--- config.mk ---
export PLATFORM = sky130hd
export DESIGN_NAME = light_threshold_uart_receiver
export DESIGN_NICKNAME = d
export VERILOG_FILES = /design/src/hw/rtl/lthr_pkg.sv /design/src/hw/rtl/lthr_cfg_regs.sv /design/src/hw/rtl/lthr_slicer.sv /design/src/hw/rtl/lthr_rx_core.sv /design/src/hw/rtl/light_threshold_uart_receiver.sv
export SDC_FILE = /design/constraint.sdc
export NUM_CORES = 1
export LEC_CHECK = 0
export ABC_AREA = 1
export BUFFER_PORTS_ARGS = -buffer_cell sky130_fd_sc_hd__buf_4
export CAP_MARGIN = 40
export CORE_ASPECT_RATIO = 1.5
export CORE_MARGIN = 5
export CORE_UTILIZATION = 45
export DETAILED_ROUTE_END_ITERATION = 6
export GPL_TIMING_DRIVEN = 0
export HOLD_SLACK_MARGIN = 0.03
export SYNTH_ARGS = -nofsm -noshare
export SYNTH_HDL_FRONTEND = slang
export SYNTH_SLANG_ARGS = --single-unit
export TNS_END_PERCENT = 50
--- constraint.sdc ---
create_clock -name clk_i -period 4.7 [get_ports clk_i]
set_clock_uncertainty 0.1 [all_clocks]
set_input_delay 0.235 -clock clk_i [delete_from_list [all_inputs] [get_ports clk_i]]
set_output_delay 0.235 -clock clk_i [all_outputs]
set_load 0.02 [all_outputs]
--- src/hw/rtl/lthr_pkg.sv ---
// ---------------------------------------------------------------------------
// Light threshold receiver package
// Shared widths, reset values, register indexes and types.
// ---------------------------------------------------------------------------
package lthr_pkg;

  localparam int unsigned SampleW   = 10;
  localparam int unsigned SDataW    = 16;
  localparam int unsigned ByteW     = 8;
  localparam int unsigned DataBits  = 8;
  localparam int unsigned ThreshW   = 10;
  localparam int unsigned PeriodW   = 16;
  localparam int unsigned CountW    = 17;
  localparam int unsigned BitsW     = 4;
  localparam int unsigned BitIdxW   = $clog2(ByteW);
  localparam int unsigned CfgIdxW   = 2;
  localparam int unsigned CfgDataW  = 16;

  localparam logic [ThreshW-1:0] ThreshReset = ThreshW'(800);
  localparam logic [PeriodW-1:0] PeriodReset = PeriodW'(50);

  localparam logic [CfgIdxW-1:0] CfgThreshold = CfgIdxW'(0);
  localparam logic [CfgIdxW-1:0] CfgPeriod    = CfgIdxW'(1);

  typedef enum logic [1:0] {
    PhaseIdle,
    PhaseData,
    PhaseStop
  } phase_e;

  typedef struct packed {
    logic [ThreshW-1:0] threshold;
    logic [PeriodW-1:0] period;
  } cfg_t;

  typedef struct packed {
    logic valid;
    logic level;
  } lvl_t;

endpackage

--- src/hw/rtl/lthr_cfg_regs.sv ---
// ---------------------------------------------------------------------------
// Configuration registers
// Holds the light threshold and the bit period, written by index.
// ---------------------------------------------------------------------------
module lthr_cfg_regs (
  input  logic                           clk_i,
  input  logic                           rst_ni,
  input  logic                           cfg_valid_i,
  output logic                           cfg_ready_o,
  input  logic [lthr_pkg::CfgIdxW-1:0]   cfg_index_i,
  input  logic [lthr_pkg::CfgDataW-1:0]  cfg_data_i,
  output lthr_pkg::cfg_t                 cfg_o
);
  import lthr_pkg::*;

  logic [ThreshW-1:0] thresh_q, thresh_d;
  logic [PeriodW-1:0] period_q, period_d;

  assign cfg_ready_o = 1'b1;

  always_comb begin
    thresh_d = thresh_q;
    period_d = period_q;
    if (cfg_valid_i) begin
      case (cfg_index_i)
        CfgThreshold: thresh_d = cfg_data_i[ThreshW-1:0];
        CfgPeriod:    period_d = cfg_data_i[PeriodW-1:0];
        default:      ;
      endcase
    end
  end

  always_ff @(posedge clk_i or negedge rst_ni) begin
    if (!rst_ni) begin
      thresh_q <= ThreshReset;
      period_q <= PeriodReset;
    end else begin
      thresh_q <= thresh_d;
      period_q <= period_d;
    end
  end

  assign cfg_o.threshold = thresh_q;
  assign cfg_o.period    = period_q;

endmodule

--- src/hw/rtl/lthr_slicer.sv ---
// ---------------------------------------------------------------------------
// Level slicer
// Compares each sample with the threshold and registers the light level.
// ---------------------------------------------------------------------------
module lthr_slicer (
  input  logic                          clk_i,
  input  logic                          rst_ni,
  input  logic                          s_axis_tvalid,
  output logic                          s_axis_tready,
  input  logic [lthr_pkg::SDataW-1:0]   s_axis_tdata,
  input  logic [lthr_pkg::ThreshW-1:0]  threshold_i,
  input  logic                          advance_i,
  output lthr_pkg::lvl_t                lvl_o
);
  import lthr_pkg::*;

  logic             valid_q, valid_d;
  logic             level_q, level_d;
  logic [SampleW-1:0] sample;

  assign sample        = s_axis_tdata[SampleW-1:0];
  assign s_axis_tready = !valid_q || advance_i;

  always_comb begin
    valid_d = valid_q;
    level_d = level_q;
    if (advance_i) begin
      valid_d = 1'b0;
    end
    if (s_axis_tvalid && s_axis_tready) begin
      valid_d = 1'b1;
      level_d = sample > threshold_i;
    end
  end

  always_ff @(posedge clk_i or negedge rst_ni) begin
    if (!rst_ni) begin
      valid_q <= 1'b0;
    end else begin
      valid_q <= valid_d;
    end
  end

  always_ff @(posedge clk_i) begin
    level_q <= level_d;
  end

  assign lvl_o.valid = valid_q;
  assign lvl_o.level = level_q;

endmodule

--- src/hw/rtl/lthr_rx_core.sv ---
// ---------------------------------------------------------------------------
// Receiver core
// Start-bit detection, bit timing, data shift and result register.
// ---------------------------------------------------------------------------
module lthr_rx_core (
  input  logic                          clk_i,
  input  logic                          rst_ni,
  input  logic [lthr_pkg::PeriodW-1:0]  period_i,
  input  lthr_pkg::lvl_t                lvl_i,
  output logic                          advance_o,
  output logic                          m_axis_tvalid,
  input  logic                          m_axis_tready,
  output logic [lthr_pkg::ByteW-1:0]    m_axis_tdata
);
  import lthr_pkg::*;

  phase_e             phase_q, phase_d;
  logic               prev_q, prev_d;
  logic [CountW-1:0]  cnt_q, cnt_d;
  logic [BitsW-1:0]   bits_q, bits_d;
  logic [ByteW-1:0]   shift_q, shift_d;
  logic               ovalid_q, ovalid_d;
  logic [ByteW-1:0]   obyte_q, obyte_d;

  logic [PeriodW-1:0] eff_p;
  logic [CountW-1:0]  first_wait;
  logic [CountW-1:0]  cnt_dec;
  logic [BitsW-1:0]   bits_inc;
  logic               out_free;
  logic               due;
  logic               stop_due;
  logic               emit;

  assign out_free   = !ovalid_q || m_axis_tready;
  assign eff_p      = (period_i == '0) ? PeriodW'(1) : period_i;
  assign first_wait = {1'b0, eff_p} + {2'b00, eff_p[PeriodW-1:1]};
  assign cnt_dec    = (cnt_q != '0) ? cnt_q - CountW'(1) : cnt_q;
  assign due        = (cnt_dec == '0);
  assign bits_inc   = bits_q + BitsW'(1);
  assign stop_due   = (phase_q != PhaseIdle) && (phase_q != PhaseData) && due;
  assign advance_o  = lvl_i.valid && (out_free || !stop_due);

  always_comb begin
    emit = 1'b0;
    case (phase_q)
      PhaseIdle: emit = 1'b0;
      PhaseData: emit = 1'b0;
      default:   emit = advance_o && due;
    endcase
  end

  always_comb begin
    phase_d = phase_q;
    prev_d  = prev_q;
    cnt_d   = cnt_q;
    bits_d  = bits_q;
    shift_d = shift_q;
    if (advance_o) begin
      case (phase_q)
        PhaseIdle: begin
          if (prev_q && !lvl_i.level) begin
            cnt_d   = first_wait;
            bits_d  = '0;
            shift_d = '0;
            phase_d = PhaseData;
          end
          prev_d = lvl_i.level;
        end
        PhaseData: begin
          cnt_d = cnt_dec;
          if (due) begin
            if (bits_q < BitsW'(ByteW) && lvl_i.level) begin
              shift_d[bits_q[BitIdxW-1:0]] = 1'b1;
            end
            bits_d = bits_inc;
            cnt_d  = {1'b0, eff_p};
            if (bits_inc >= BitsW'(DataBits)) begin
              phase_d = PhaseStop;
            end
          end
        end
        default: begin
          cnt_d = cnt_dec;
          if (due) begin
            phase_d = PhaseIdle;
            prev_d  = 1'b0;
            cnt_d   = '0;
            bits_d  = '0;
          end
        end
      endcase
    end
  end

  always_comb begin
    ovalid_d = ovalid_q;
    obyte_d  = obyte_q;
    if (m_axis_tready) begin
      ovalid_d = 1'b0;
    end
    if (emit) begin
      ovalid_d = 1'b1;
      obyte_d  = shift_q;
    end
  end

  always_ff @(posedge clk_i or negedge rst_ni) begin
    if (!rst_ni) begin
      phase_q  <= PhaseIdle;
      prev_q   <= 1'b0;
      cnt_q    <= '0;
      bits_q   <= '0;
      shift_q  <= '0;
      ovalid_q <= 1'b0;
    end else begin
      phase_q  <= phase_d;
      prev_q   <= prev_d;
      cnt_q    <= cnt_d;
      bits_q   <= bits_d;
      shift_q  <= shift_d;
      ovalid_q <= ovalid_d;
    end
  end

  always_ff @(posedge clk_i) begin
    obyte_q <= obyte_d;
  end

  assign m_axis_tvalid = ovalid_q;
  assign m_axis_tdata  = obyte_q;

endmodule

--- src/hw/rtl/light_threshold_uart_receiver.sv ---
// ---------------------------------------------------------------------------
// Light threshold UART receiver
// Recovers 8N1 characters from a stream of light-sensor samples.
// ---------------------------------------------------------------------------
// One sample word is taken per tick, every cycle, and stands for one bit-timing
// tick. A sample above the threshold register is light on. A fall from light to
// dark while idle starts a frame; bit 0 is sampled 1.5 bit periods later, the
// rest one period apart, LSB first, and the byte leaves one period after bit 7.
// The word that completes a frame passes through the slicer register and then
// the result register before the byte is offered. A stalled result holds back
// the sample side only when the next frame completes before the waiting byte
// has left; otherwise a word is taken in every cycle. Write configuration only
// while no frame is in progress.
module light_threshold_uart_receiver (
  input  logic                          clk_i,
  input  logic                          rst_ni,
  input  logic                          s_axis_tvalid,
  output logic                          s_axis_tready,
  input  logic [lthr_pkg::SDataW-1:0]   s_axis_tdata,   // [9:0] light_sample
  output logic                          m_axis_tvalid,
  input  logic                          m_axis_tready,
  output logic [lthr_pkg::ByteW-1:0]    m_axis_tdata,   // [7:0] received_byte
  input  logic                          cfg_valid_i,
  output logic                          cfg_ready_o,
  input  logic [lthr_pkg::CfgIdxW-1:0]  cfg_index_i,
  input  logic [lthr_pkg::CfgDataW-1:0] cfg_data_i
);
  import lthr_pkg::*;

  cfg_t cfg;
  lvl_t lvl;
  logic advance;

  lthr_cfg_regs u_cfg (
    .clk_i       (clk_i),
    .rst_ni      (rst_ni),
    .cfg_valid_i (cfg_valid_i),
    .cfg_ready_o (cfg_ready_o),
    .cfg_index_i (cfg_index_i),
    .cfg_data_i  (cfg_data_i),
    .cfg_o       (cfg)
  );

  lthr_slicer u_slicer (
    .clk_i         (clk_i),
    .rst_ni        (rst_ni),
    .s_axis_tvalid (s_axis_tvalid),
    .s_axis_tready (s_axis_tready),
    .s_axis_tdata  (s_axis_tdata),
    .threshold_i   (cfg.threshold),
    .advance_i     (advance),
    .lvl_o         (lvl)
  );

  lthr_rx_core u_core (
    .clk_i         (clk_i),
    .rst_ni        (rst_ni),
    .period_i      (cfg.period),
    .lvl_i         (lvl),
    .advance_o     (advance),
    .m_axis_tvalid (m_axis_tvalid),
    .m_axis_tready (m_axis_tready),
    .m_axis_tdata  (m_axis_tdata)
  );

endmodule

Word level (Yosys, flattened, before mapping)
Cells that the tools add are included.

operators by class
  equal/unequal tests = 7
  multipliers = 0
  reductions and logical operators = 33
  shift-type cells = 0
  div/mod/pow operators = 0
  muxes and demuxes = 28
  order comparisons = 5
  bitwise logic cells = 2
  add/sub/neg operators = 3

operators with widths
  cell                     number
  $mux W17                 4
  $pmux W17 S2             1
  $mux W8                  3
  $add A16 B15 Y17         1
  $logic_not A17 Y1        1
  $reduce_bool A17 Y1      1
  $sub A17 B1 Y17 const B  1
  $logic_not A16 Y1        1
  $mux W16                 1
  $pmux W8 S2              1
  $mux W4                  3
  $gt A10 B10 Y1           1
  $ne A2 B1 Y1 const B     5
  $reduce_and A5 Y1        2
  $reduce_bool A2 Y1       5
  $logic_and A1 B1 Y1      8
  $mux W2                  4
  $or A8 B8 Y8             1
  $pmux W4 S2              1
  $mux W1                  7
  $reduce_and A2 Y1        3
  $add A4 B1 Y4 const B    1
  $eq A2 B1 Y1 const B     2
  $ge A4 B4 Y1 const B     1
  other kinds (13)         19

word-level totals
  RAM bits = 0
  bits in latches = 0
  memories kept = 0
  bits in read-only memories = 0
  flip-flop bits (word level) = 69
  word-level logic and storage cells = 89
  input port bits = 39

Logic depth before layout (Yosys ltp)
  depth after elaboration = 10
  gate-level depth with buffers = 23

By module
From an unflattened synthesis, not the netlist that was laid out.

unflattened totals
  cells, all modules = 828
  area total of the unflattened synthesis = 5549.1 um^2

by module, submodules not included
  module         cells each  area an instance (um^2)  times used
  lthr_rx_core   648         4036.4                   1
  lthr_cfg_regs  118         1114.8                   1
  lthr_slicer    62          397.9                    1

Worst setup path after synthesis
OpenSTA, ideal clock, no wires.

  path type = register to register
  start = reg u_cfg.period_q[14]
  end = reg u_core.cnt_q[10]
  clock period less this slack = 3.036 ns
  arrival time = 2.820 ns
  stages on the path, launching flop included = 24
  required time = 4.484 ns
  library setup time = 0.116 ns
  path buffers = 1
  setup slack = 1.664 ns
  cells stage by stage = dfrtp_1 inv_1 ha_1 nand3_1 nor2_1 nand3_1 clkbuf_1 nand2_1 inv_1 fa_1 nand3_1 nand2_1 a21boi_0 o21ai_0 inv_1 nor2_1 nor2_1 nand2_1 nand3_1 o21ai_0 inv_1 nand2_1 nand2_1 nand2_1

between the ends
  cells in the longest elaborated chain, start to end = 5
  elaborated cells on any way between the ends = 6

ends and longest elaborated chain
  what                      RTL line             text
  start: declaration        lthr_cfg_regs.sv:17  logic [PeriodW-1:0] period_q, period_d;
  start signal: assignment  lthr_cfg_regs.sv:36  period_q <= PeriodReset;
  start signal: assignment  lthr_cfg_regs.sv:39  period_q <= period_d;
  $logic_not A16 Y1 (*)     lthr_rx_core.sv:35   assign eff_p = (period_i == '0) ? PeriodW'(1) : period_i;
  $mux W16 (*)              lthr_rx_core.sv:35
  $add A16 B15 Y17          lthr_rx_core.sv:36   assign first_wait = {1'b0, eff_p} + {2'b00, eff_p[PeriodW-1:1]};
  $mux W17                  lthr_rx_core.sv:61   if (prev_q && !lvl_i.level) begin
  $pmux W17 S2 (*)          lthr_rx_core.sv:59   case (phase_q)
  end signal: assignment    lthr_rx_core.sv:118  cnt_q <= cnt_d;
  end: declaration          lthr_rx_core.sv:19   logic [CountW-1:0] cnt_q, cnt_d;

Mark *: on every way between the ends. The rest lies on a longest branch, timed or not. The select of a mux whose other input is x is not followed.
A chain may end at the register's enable or synchronous reset.

Worst setup path in the final report
Ends and elaborated chain as after synthesis.

==> metrics.md <==
| Metric | Value |
|---|---|
| RSZ-0062 raised after global routing | `no` |
| P_sw | `1.579 mW` |
| Slowest stage delay, CP | `460 ps` |
| Largest net degree at the start of global routing | `61` |
| Slew HR | `46.05%` |
| Fin. max-slew vios | `0` |
| CP Cell Sequence | `inv_1 -> ha_1 -> nand3_1 -> nor2_1 -> nand3_1 -> clkbuf_1 -> nand2_1 -> inv_1 -> fa_1 -> nand3_1 -> nand2_1 -> a21boi_0 -> o21ai_0 -> inv_1 -> nor2_1 -> nor2_1 -> nand2_1 -> nand3_1 -> o21ai_0 -> inv_1 -> nand2_1 -> nand2_1 -> nand2_1` |
| Share of cells above drive strength 1 | `12.86%` |
| Cell internal pwr | `1.809 mW` |
| Combinational power share | `50.7%` |
| Fin cells | `1016` |
| Via count | `5106` |
| Max-cap violations | `0` |
| Clock Sink Count | `69` |
| CTS tree | `done` |
| Post-route setup TNS | `0 ps` |
| Worst-Margin Slew | `806.3 ps` |
| Family with the most delay on the worst path | `simple AND/OR/NAND/NOR gates` |
| Initial antenna violation count | `0` |
| Pre-CTS setup slack | `868.3 ps` |
| VDD IR-drop max | `0.0002290 V` |
| Port Buf Inserts | `42` |
| Routed WL per cell | `14.01 µm` |
| Pleak | `3.405 nW` |
| Antenna cell count | `0` |
| FF-to-FF path depth | `23` |
| Fin crit share | `81.25%` |
| H-tree levels | `3` |
| EDFF count, synth | `9` |
| Clk network pwr share | `22.5%` |
| Grt total ovfl | `0` |
| Reg2Reg Setup Slack | `880 ps` |
| Setup violations, final | `0` |
| Crit path max-delay cell type | `fa_1` |
| Post-CTS Setup Bufs | `0` |
| Fillers | `1224` |
| CTS Buf Count | `9` |
| HP Class | `primary input to flip-flop` |
| Required @ worst endpoint | `4840 ps` |
| Yosys warnings | `0` |
| # IOs | `50` |
| Synth cell types | `46` |
| Crit path kind | `flip-flop to flip-flop` |
| CP Launch Type | `flip-flop` |
| Drt first pass iters | `4` |
| Synthesis-to-finish area growth | `16.57%` |
| Core area | `11890 µm²` |
| Die H | `144.2 µm` |
| CP max FO | `10` |
| Critical path arrival | `3960 ps` |
| CTS Buffer Depth | `2` |
| Initial core utilization | `45.44%` |
| Post-route setup slack | `881.1 ps` |
| Antenna Nets Post-Route | `0` |
| Most used cell, CP | `nand2_1` |
| Vias per inst | `5.026` |
| Dpl cells | `994` |
| WHS Path Cells | `3` |
| Sequential Power Share | `26.8%` |
| Primary FF master, synth | `dfrtp_1` |
| Clock-pin slew on the worst setup and hold paths | `60 ps` |
| Seq/Total Area, Yosys | `32.92%` |
| Final min period | `3819 ps` |
| 1st-iter DRT viols | `201` |
| Synth Area per Inst | `6.765 µm²` |
| CTS Root Cell | `clkbuf_16` |
| First-pass GRT wire length | `24.08 mm` |
| DRC violation count after routing | `0` |
| Element type at the critical path end | `flip-flop` |
| Final Routed Wirelength | `14.23 mm` |
| Most frequent cells in the layout | `nand2_1, inv_1, o21ai_0` |
| Die width | `99.49 µm` |
| Commonest non-fill, non-tap cell in the layout | `nand2_1` |
| # rows | `49` |
| Clk_lat worst skew | `350 ps` |
| GRT Util Overall | `21.18%` |
| Fmax | `261.9 MHz` |
| Mapped Nets | `874` |
| Ys async rst share | `86.96%` |
| Final hold violations | `0` |
| Synthesized area | `5405 µm²` |
| Routability Congestion | `0.8985` |
| Final net count | `933` |
| Vias in the first global route | `5199` |
| Die Area | `14350 µm²` |
| Pwr/cell area | `537.6 nW/µm²` |
| Cell count after synthesis | `799` |
| Buf+Inv Stages, Crit Path | `5` |
| Switching Fraction | `46.61%` |
| DP HPWL | `11.43 mm` |
| Stages on worst setup path | `23` |
| Status | `completed` |
| Flops & latches, synth | `69` |
## final timing paths
path,startpoint,endpoint
setup / recovery,u_cfg.period_q[14]$_DFFE_PN0P_,u_core.cnt_q[10]$_DFFE_PN0P_
hold / removal,cfg_data_i[8],u_cfg.thresh_q[8]$_DFFE_PN1P_
setup reg to reg,u_cfg.period_q[14]$_DFFE_PN0P_,u_core.cnt_q[10]$_DFFE_PN0P_
hold reg to reg,u_core.shift_q[7]$_DFFE_PN0P_,u_core.m_axis_tdata[7]$_DFFE_PP_
max in group asynchronous,rst_ni,u_core.shift_q[3]$_DFFE_PN0P_
min in group asynchronous,rst_ni,u_core.cnt_q[14]$_DFFE_PN0P_
## power by group through the flow
| stage | Combinational [mW] | Sequential, mW | Clock, mW |
|---|---|---|---|
| after global routing | 1.96 | 0.931 | 0.799 |
| after CTS | 1.71 | 0.906 | 0.776 |
| after detailed placement | 1.70 | 0.915 | 0 |
| final | 1.72 | 0.908 | 0.763 |
| after floorplan | 1.31 | 0.873 | 0 |
| after global placement | 1.67 | 0.911 | 0 |
## stage by stage
stage / cell area, µm² / power, mW / utilization [%] / hold WS (ps)
after floorplan: 5405 / 2.187 / - / -160.6
after global placement: 5912 / 2.576 / 49.71 / 268.8
after detailed placement: 5912 / 2.617 / 49.71 / 275.6
after CTS: 6301 / 3.396 / 52.98 / 33.75
after global routing: 6301 / 3.685 / 52.98 / 63.57
final: 6301 / 3.387 / 52.98 / 39.85
## worst reg2reg max path, stage by stage, from the launching register on
cell and delay (ps):
dfrtp_1 410, inv_1 110, ha_1 160, nand3_1 120
nor2_1 130, nand3_1 240, clkbuf_1 320, nand2_1 150
inv_1 80, fa_1 460, nand3_1 90, nand2_1 130
a21boi_0 280, o21ai_0 230, inv_1 100, nor2_1 50
nor2_1 90, nand2_1 60, nand3_1 70, o21ai_0 80
inv_1 60, nand2_1 60, nand2_1 80, nand2_1 50
## Yosys cell counts, drive strengths merged (4+ instances only)
master  instances  share of area (%)
inv           116                8.1
edfxtp          9                5.0
nor3            6               0.56
a31oi           4               0.46
nand4           6                1.1
o21bai          7               0.97
ha             35                8.1
o21ai          62                5.8
dfstp           6                2.9
clkbuf         11               0.76
o21a            5               0.69
nand3          49                4.9
nand2         286                 21
nor2           75                6.7
dfrtp          54                 25
buf             7                1.1
nand3b          7                1.0
a21oi          27                2.5
a21o            6               0.83
## metal layers
metal	vias up	wire length (µm)	global-route usage, %
met5	-	0	0
met4	0	546	11.01
met3	32	455	3.282
met2	111	7732	40.58
met1	2324	5495	21.95
li1	2639	-	-
## kinds of logic after synthesis
| group | Yosys count | share of synthesized area, % |
|---|---|---|
| AO/OA/AOI/OAI | 118 | 12.25 |
| XOR/XNOR | 6 | 0.9724 |
| adder cells (fa/ha/maj) | 36 | 8.472 |
| buffers and inverters | 137 | 10.16 |
| flip-flops | 69 | 32.92 |
| other | 1 | 0.06938 |
| AND/OR/NAND/NOR | 432 | 35.16 |
## what timing repair did
action,CTS,global route
gates resized for setup,0,0
endpoints found under the hold margin,59,0
hold buffers,6,0
## flip-flops by register name (all words and copies together), names as in the netlist
| signal | count |
|---|---|
| u_core.m_axis_tvalid | 1 |
| u_core.m_axis_tdata | 8 |
| u_core.cnt_q | 17 |
| u_slicer.level_q | 1 |
| u_core.bits_q | 4 |
| u_core.shift_q | 8 |
| u_core.phase_q | 2 |
| u_core.prev_q | 1 |
| u_cfg.period_q | 16 |
| u_cfg.thresh_q | 10 |
| u_slicer.valid_q | 1 |
## area by class of cell
type	instances	area (µm²)	share of cell area (%)
multi-input combinational	593	3077	48.83
sequential	69	1779	28.24
inverter	119	449.2	7.129
timing repair buffer	48	375.4	5.957
clock buffer	9	225.2	3.574
tap	153	191.4	3.038
clock inverter	7	103.9	1.648
buffer	18	100.1	1.589
(Power assumes the default switching activity.)
